[config.mk]
export PLATFORM = sky130hd
export DESIGN_NAME = tick_quantum_scheduler_unit
export DESIGN_NICKNAME = d
export VERILOG_FILES = /design/src/sv/tqs_pkg.sv /design/src/sv/tick_quantum_scheduler_unit.sv
export VERILOG_INCLUDE_DIRS = /design/src /design/src/sv
export SDC_FILE = /design/constraint.sdc
export NUM_CORES = 1
export LEC_CHECK = 0
export ABC_AREA = 1
export BUFFER_PORTS_ARGS = -buffer_cell sky130_fd_sc_hd__buf_2
export CAP_MARGIN = 40
export CORE_ASPECT_RATIO = 1.1
export CORE_MARGIN = 5
export CORE_UTILIZATION = 38
export CTS_CLUSTER_DIAMETER = 150
export DETAILED_ROUTE_END_ITERATION = 8
export SYNTH_ARGS = -nofsm -noshare
export SYNTH_HDL_FRONTEND = slang
export SYNTH_SLANG_ARGS = --single-unit
export TNS_END_PERCENT = 1
[constraint.sdc]
create_clock -name clk -period 8 [get_ports clk]
set_input_delay 0 -clock clk [delete_from_list [all_inputs] [get_ports clk]]
set_output_delay 0 -clock clk [all_outputs]
set_load 0.05 [all_outputs]
[src/sv/tick_quantum_scheduler_unit_assert.svh]
// Assertion macros for the tick quantum scheduler unit.
// Needs a clock named clk and an active-high reset named rst at the point of use.
`ifndef TICK_QUANTUM_SCHEDULER_UNIT_ASSERT_SVH
`define TICK_QUANTUM_SCHEDULER_UNIT_ASSERT_SVH

`ifndef SYNTHESIS

// Checked on every clock edge outside reset.
`define TQS_ASSERT(lbl, prop) \
  lbl: assert property (@(posedge clk) disable iff (rst) prop) \
    else $error("tick quantum scheduler check failed");

// Checked on every clock edge, reset included.
`define TQS_ASSERT_ALWAYS(lbl, prop) \
  lbl: assert property (@(posedge clk) prop) \
    else $error("tick quantum scheduler check failed");

`else

`define TQS_ASSERT(lbl, prop)
`define TQS_ASSERT_ALWAYS(lbl, prop)

`endif

`endif

[src/sv/tqs_pkg.sv]
// Shared types and constants of the tick quantum scheduler unit.
// Used by tick_quantum_scheduler_unit and the testbench; depends on nothing.
package tqs_pkg;

  localparam int NUM_PROCS_DEF   = 16;
  localparam int SLICE_WIDTH_DEF = 16;

  localparam int PROC_FIELD_W  = 4;
  localparam int VALUE_FIELD_W = 16;
  localparam int TICK_W        = 32;

  localparam logic KIND_TICK  = 1'b0;
  localparam logic KIND_WRITE = 1'b1;

  typedef struct packed {
    logic                     kind;
    logic [PROC_FIELD_W-1:0]  proc_index;
    logic                     running;
    logic [VALUE_FIELD_W-1:0] priority_req;
    logic [VALUE_FIELD_W-1:0] slice_left;
  } req_t;

  typedef struct packed {
    logic [PROC_FIELD_W-1:0]  current_proc;
    logic                     switched;
    logic [VALUE_FIELD_W-1:0] current_left;
    logic [TICK_W-1:0]        tick_count;
  } res_t;

endpackage

[src/sv/tick_quantum_scheduler_unit.sv]
// Tick quantum scheduler: process table in two synchronous memories plus a scan sequencer.
// Depends on tqs_pkg and tick_quantum_scheduler_unit_assert.svh.
//
// A write request, or a tick that does not switch, gives its result once the current entry
// has been read and evaluated; a tick that reschedules also scans the table once or twice,
// one entry per cycle through the memory read port, before its result is given.
// Throughput: one request at a time; busy drops in the cycle the result strobe is shown,
// so the next request can be taken then. The receiver cannot stall the result.
// Reset: control state clears synchronously; table entries read as zero until written
// through per-entry valid flags, so there is no clearing pass.
`include "tick_quantum_scheduler_unit_assert.svh"

module tick_quantum_scheduler_unit
  import tqs_pkg::*;
#(
  parameter int NUM_PROCS   = NUM_PROCS_DEF,
  parameter int SLICE_WIDTH = SLICE_WIDTH_DEF
) (
  input  logic clk,
  input  logic rst,
  input  logic start,
  output logic busy,
  input  req_t req,
  output logic done,
  output res_t result
);

  localparam int IDX_W = (NUM_PROCS > 1) ? $clog2(NUM_PROCS) : 1;
  localparam logic [IDX_W-1:0] LAST_IDX = IDX_W'(NUM_PROCS - 1);
  localparam logic [IDX_W-1:0] FIRST_IDX = IDX_W'(1);

  // One-hot sequencer states.
  typedef enum logic [5:0] {
    S_IDLE   = 6'b000001,  // waiting for a request
    S_RD_CUR = 6'b000010,  // reading the current process entry
    S_EVAL   = 6'b000100,  // report a write, or decrement and decide whether to reschedule
    S_SCAN   = 6'b001000,  // pipelined scan over entries 1..NUM_PROCS-1
    S_ID_RD  = 6'b010000,  // reading the idle process entry
    S_ID_WR  = 6'b100000   // refilling the idle process
  } state_t;

  // The process table. Slice and priority share one read address, so each
  // read cycle returns both values of one entry.
  logic [SLICE_WIDTH-1:0] slice_mem [NUM_PROCS];
  logic [SLICE_WIDTH-1:0] prio_mem  [NUM_PROCS];

  // Control registers.
  state_t                 state, state_next;
  logic [IDX_W-1:0]       cur, cur_next;
  logic [TICK_W-1:0]      tick_cnt, tick_next;
  logic [NUM_PROCS-1:0]   vld, vld_next;   // entry written since reset
  logic [NUM_PROCS-1:0]   run, run_next;   // runnable flags
  logic                   pass_two, pass_next;
  logic                   iss_on, iss_next;
  logic                   cmp_vld, cmp_vld_next;
  logic                   done_next;

  // Datapath registers.
  logic [IDX_W-1:0]       scan_idx, scan_next;
  logic [IDX_W-1:0]       cmp_idx, cmp_idx_next;
  logic [IDX_W-1:0]       best, best_next;
  logic [SLICE_WIDTH-1:0] best_ticks, bt_next;
  logic                   kind_q, kind_next;
  res_t                   res_next;
  logic [SLICE_WIDTH-1:0] slice_q, prio_q;
  logic                   rd_vld;

  // Memory port controls.
  logic [IDX_W-1:0]       rd_addr;
  logic                   sw_we;
  logic [IDX_W-1:0]       sw_addr;
  logic [SLICE_WIDTH-1:0] sw_data;
  logic                   pw_we;

  // Helpers.
  logic [IDX_W-1:0]       wr_idx;
  logic                   idx_ok;
  logic [SLICE_WIDTH-1:0] slice_rd, prio_rd, dec, scan_val;

  // A write names an entry; indexes past the table are dropped.
  assign wr_idx = IDX_W'(req.proc_index);
  assign idx_ok = ({28'd0, req.proc_index} < 32'(NUM_PROCS));

  // Entries never written read as zero.
  assign slice_rd = rd_vld ? slice_q : '0;
  assign prio_rd  = rd_vld ? prio_q  : '0;

  // The current process loses one tick, stopping at zero.
  assign dec = (slice_rd != '0) ? slice_rd - SLICE_WIDTH'(1) : '0;

  // The first pass ranks remaining ticks; the second pass ranks the refill
  // values, which are exactly the slices after a refill of the running entries.
  assign scan_val = pass_two ? prio_rd : slice_rd;

  assign busy = (state != S_IDLE);

  always_comb begin
    state_next   = state;
    cur_next     = cur;
    tick_next    = tick_cnt;
    vld_next     = vld;
    run_next     = run;
    pass_next    = pass_two;
    iss_next     = iss_on;
    scan_next    = scan_idx;
    cmp_vld_next = 1'b0;
    cmp_idx_next = scan_idx;
    best_next    = best;
    bt_next      = best_ticks;
    kind_next    = kind_q;
    done_next    = 1'b0;
    res_next     = result;
    rd_addr      = cur;
    sw_we        = 1'b0;
    sw_addr      = cur;
    sw_data      = dec;
    pw_we        = 1'b0;

    case (state)
      S_IDLE: begin
        if (start) begin
          kind_next  = req.kind;
          state_next = S_RD_CUR;
          if (req.kind == KIND_TICK) begin
            tick_next = tick_cnt + TICK_W'(1);
          end else if (idx_ok) begin
            sw_we            = 1'b1;
            sw_addr          = wr_idx;
            sw_data          = SLICE_WIDTH'(req.slice_left);
            pw_we            = 1'b1;
            vld_next[wr_idx] = 1'b1;
            run_next[wr_idx] = req.running;
          end
        end
      end

      S_RD_CUR: begin
        rd_addr    = cur;
        state_next = S_EVAL;
      end

      S_EVAL: begin
        if (kind_q == KIND_WRITE) begin
          res_next.current_proc = PROC_FIELD_W'(cur);
          res_next.switched     = 1'b0;
          res_next.current_left = VALUE_FIELD_W'(slice_rd);
          res_next.tick_count   = tick_cnt;
          done_next             = 1'b1;
          state_next            = S_IDLE;
        end else begin
          // An entry never written holds zero and needs no write back.
          sw_we   = rd_vld;
          sw_addr = cur;
          sw_data = dec;
          if (dec != '0) begin
            res_next.current_proc = PROC_FIELD_W'(cur);
            res_next.switched     = 1'b0;
            res_next.current_left = VALUE_FIELD_W'(dec);
            res_next.tick_count   = tick_cnt;
            done_next             = 1'b1;
            state_next            = S_IDLE;
          end else begin
            pass_next  = 1'b0;
            scan_next  = FIRST_IDX;
            iss_next   = 1'b1;
            best_next  = '0;
            bt_next    = '0;
            state_next = S_SCAN;
          end
        end
      end

      S_SCAN: begin
        // Issue one read per cycle; compare the entry read in the previous cycle.
        rd_addr = scan_idx;
        if (iss_on) begin
          cmp_vld_next = 1'b1;
          cmp_idx_next = scan_idx;
          if (scan_idx == LAST_IDX) begin
            iss_next = 1'b0;
          end else begin
            scan_next = scan_idx + FIRST_IDX;
          end
        end
        if (cmp_vld) begin
          // Strict compare keeps the lowest index on a tie.
          if (run[cmp_idx] && (scan_val > best_ticks)) begin
            best_next = cmp_idx;
            bt_next   = scan_val;
          end
          if (pass_two && run[cmp_idx]) begin
            sw_we   = 1'b1;
            sw_addr = cmp_idx;
            sw_data = prio_rd;
          end
          if (cmp_idx == LAST_IDX) begin
            if (best_next != '0) begin
              cur_next              = best_next;
              res_next.current_proc = PROC_FIELD_W'(best_next);
              res_next.switched     = 1'b1;
              res_next.current_left = VALUE_FIELD_W'(bt_next);
              res_next.tick_count   = tick_cnt;
              done_next             = 1'b1;
              state_next            = S_IDLE;
            end else if (!pass_two) begin
              pass_next = 1'b1;
              scan_next = FIRST_IDX;
              iss_next  = 1'b1;
              best_next = '0;
              bt_next   = '0;
            end else begin
              state_next = S_ID_RD;
            end
          end
        end
      end

      S_ID_RD: begin
        rd_addr    = '0;
        state_next = S_ID_WR;
      end

      S_ID_WR: begin
        sw_we                 = rd_vld;
        sw_addr               = '0;
        sw_data               = prio_rd;
        cur_next              = '0;
        res_next.current_proc = '0;
        res_next.switched     = 1'b1;
        res_next.current_left = VALUE_FIELD_W'(prio_rd);
        res_next.tick_count   = tick_cnt;
        done_next             = 1'b1;
        state_next            = S_IDLE;
      end

      default: begin
        state_next = S_IDLE;
      end
    endcase
  end

  // Control state.
  always_ff @(posedge clk) begin
    if (rst) begin
      state    <= S_IDLE;
      cur      <= '0;
      tick_cnt <= '0;
      vld      <= '0;
      run      <= '0;
      pass_two <= 1'b0;
      iss_on   <= 1'b0;
      cmp_vld  <= 1'b0;
      done     <= 1'b0;
    end else begin
      state    <= state_next;
      cur      <= cur_next;
      tick_cnt <= tick_next;
      vld      <= vld_next;
      run      <= run_next;
      pass_two <= pass_next;
      iss_on   <= iss_next;
      cmp_vld  <= cmp_vld_next;
      done     <= done_next;
    end
  end

  // Datapath registers.
  always_ff @(posedge clk) begin
    scan_idx   <= scan_next;
    cmp_idx    <= cmp_idx_next;
    best       <= best_next;
    best_ticks <= bt_next;
    kind_q     <= kind_next;
    result     <= res_next;
    rd_vld     <= vld[rd_addr];
  end

  // Table memories: one write port each, one shared read address with registered read data.
  always_ff @(posedge clk) begin
    if (sw_we) begin
      slice_mem[sw_addr] <= sw_data;
    end
    if (pw_we) begin
      prio_mem[wr_idx] <= SLICE_WIDTH'(req.priority_req);
    end
    slice_q <= slice_mem[rd_addr];
    prio_q  <= prio_mem[rd_addr];
  end

  // An accepted request always makes the unit busy in the next cycle.
  `TQS_ASSERT(a_accept_busy, (start && !busy) |=> busy)
  // A result strobe coincides with the return to idle.
  `TQS_ASSERT(a_done_idle, done |-> !busy)
  // One request yields one strobe, never two in a row.
  `TQS_ASSERT(a_done_single, done |=> !done)
  // Scan compares only run inside the scan state.
  `TQS_ASSERT(a_cmp_in_scan, cmp_vld |-> (state == S_SCAN))
  // Out of reset the unit is idle with no pending strobe.
  `TQS_ASSERT_ALWAYS(a_reset_idle, rst |=> (!busy && !done))

endmodule

==> run metrics <==
Clock Power Share=0.342; crit path max fanout=53; initial core utilization=0.382; CTS tree=done; R2R cell count=16; Slew Viols, Final=0; via count=20900; crit share post-route=0.611; CP Data Arrival Time=5120 ps; clock skew=29.0 ps; FP Rows=109; core area=80100 sq um; DR WL met3=4930 um; maximum number of pins on one net before global-route repair=182; clk root buf=clkbuf_16; status=finished clean; reg2reg setup slack=3120 ps; final WL=81300 um; min cycle time layout=4880 ps; First-pass DRT Iterations=7; die span in x=280 um; clock slew at reported path FFs=60 ps; hold endpoint=slice_mem[12][14]; CP required=8230 ps; sequential-to-total area share from yosys stat=0.655; VDD IR max=0.179 mV; crit-path cells=clkinv_1 -> o21ai_0 -> ha_1 -> a21o_1 -> nor2_1 -> nand2_1 -> nand2_1 -> nand2_1 -> nand3_4 -> nand2_1 -> nand2_1 -> nor2_1 -> nand3_1 -> nand2_1 -> nor2_4 -> buf_4; power density over the cells=281 nW/um^2; Metal-1 WL=35500 um; final hold vios=0; Hold Crit Start=req[14]; Worst path slowest cell=dfxtp_1; Worst R2R Start=pass_two; worst hold slack=55.3 ps; fraction of registers with async set/reset=0; EDFF count, synth=590; htree depth=3; Worst-Skew Late Latency=630 ps; gr ovfl total=0; RSZ-0062 raised after global routing=no; CTS-repair resized insts=0; worst-case clock buffer depth=3; TritonCTS Buffers=72; Leakage=13.1 nW; Switching Share=0.300; P_int=6.95 mW; Yosys reg bits=705; Final ANT Viol Nets=0; Area Overhead vs Synth=15.9%; commonest non-fill, non-tap cell in the layout=edfxtp_1; Pwr Total=9.94 mW; net load switching power=2.98 mW; cells after synthesis=2865; PortBufs=95; Max-slew headroom=0.363; Unique masters post-synth=55; ys flop type=edfxtp_1; initial antenna violation count=2; Placer Congestion=0.933; startpoint class of the critical path=flop; worst setup path class=reg2reg; nets@finish=3054; Synth warnings=0; most frequent cells in the layout=edfxtp_1, nand2_1, inv_1; 1st-iter DRT viols=1998; hold depth=4; Flop pwr share=0.458; Die H=307 um; dpl cells=3941; Comb power frac=0.200; postcts setup bufs=0; Crit path top cell by count=nand2_1; first-pass GRT wire length=122000 um; largest stage delay on the critical path=900 ps; clock sink total=705; Syn Nets=2925; Setup TNS=0 ps; Tightest Pin Transition=955 ps; upper clock frequency limit=205 MHz; number of max-cap violations=0; highest metal used=met5; Die Area=86200 sq um; Worst R2R End=result[44]; vias per cell=5.10; Finished Layout Cells=4107; fillers=7345; vias in the first global route=19700; GRT Util Overall=0.184; Hold Crit Class=in2reg; setup violators final=0; Final Util=0.442; Wirelength per Cell=19.8 um; post-synthesis cell area=30600 sq um; Post-CTS Hold Fix Bufs=33; layout cells sized above 1=0.130; Avg Cell Area, Syn=10.7 sq um; crit path capture type=flop; WL met2=38600 um; # DRC=0; I/O pins=96; Detailed Place HPWL=51900 um
## critical path, delay by kind of cell (launching register included)
family | cells | cell delay [ps]
fa+ha+maj | 1 | 310
compound gates | 2 | 580
flops | 1 | 900
simple gates | 11 | 1520
buf+inv | 2 | 1150
## power groups by stage
| stage | Combinational [mW] | Clock (mW) | Sequential [mW] |
|---|---|---|---|
| 6_report | 1.99 | 3.40 | 4.55 |
| 5_1_grt | 2.14 | 3.63 | 4.55 |
| 4_1_cts | 1.99 | 3.46 | 4.55 |
| 3_5_place_dp | 1.97 | 0 | 4.62 |
| 3_3_place_gp | 1.86 | 0 | 4.65 |
| 2_1_floorplan | 1.03 | 0 | 4.62 |
## flip-flops by register name, indices dropped and copies added (netlist names), 6 cells and up
signal and count:
best_ticks 16, prio_mem 256, prio_q 16, result 53, run 16, slice_mem 256, slice_q 16, state 6
tick_cnt 32, vld 16
## cell type report
class                      instances  area, sq um  area share
sequential                       705        20000       0.565
multi-input combinational       1589         8500       0.240
clock buffer                      94         2010      0.0567
inverter                         429         1610      0.0455
timing repair buffer             197         1550      0.0438
tap                             1054         1320      0.0372
clock inverter                    38          399      0.0113
antenna                            1         2.50   0.0000707
## cell families after synthesis
| family | synth area share |
|---|---|
| buf+inv | 0.0736 |
| fa+ha+maj | 0.00778 |
| flops | 0.655 |
| simple gates | 0.143 |
| compound gates | 0.117 |
| xor+xnor | 0.00373 |
## through the flow
stage | setup slack (ps) | cell area [sq um]
global placement | 3230 | 32300
finish | 3120 | 35400
detailed placement | 3160 | 32700
global route | 2610 | 35400
floorplan | 2710 | 30600
CTS | 3090 | 35400
## worst max path at each step
stage | slack, ps | from | endpoint
2_1_floorplan | 2710 | rd_vld | result[0]
3_3_place_gp | 3230 | pass_two | result[30]
3_5_place_dp | 3160 | pass_two | result[28]
4_1_cts | 3090 | pass_two | result[44]
5_1_grt | 2610 | pass_two | result[34]
6_report | 3120 | pass_two | result[44]
## cells in the mapped netlist, drive strengths merged (3+ instances only)
cell | count | area, sq um
edfxtp | 590 | 17700
nand2 | 433 | 1730
inv | 427 | 1610
nand3 | 276 | 1460
o21ai | 207 | 1040
a21oi | 206 | 1030
nor2 | 160 | 678
o211ai | 157 | 1180
dfxtp | 115 | 2300
buf | 76 | 388
clkbuf | 66 | 248
nand4 | 28 | 209
nor3 | 27 | 161
ha | 19 | 238
o21a | 10 | 75.1
xor2 | 10 | 87.6
nor4 | 9 | 56.3
o22ai | 8 | 56.3
or2 | 7 | 43.8
a22oi | 6 | 45.0
a211oi | 4 | 30.0
o221ai | 4 | 35.0
a221oi | 3 | 26.3
xnor2 | 3 | 26.3
## per-layer routing
metal / vias up / global-route usage
li1: 10200 / -
met1: 9957 / 0.250
met2: 605 / 0.304
met3: 118 / 0.0332
met4: 2 / 0.0559
met5: - / 0
Power figures use the tool's default switching activity.
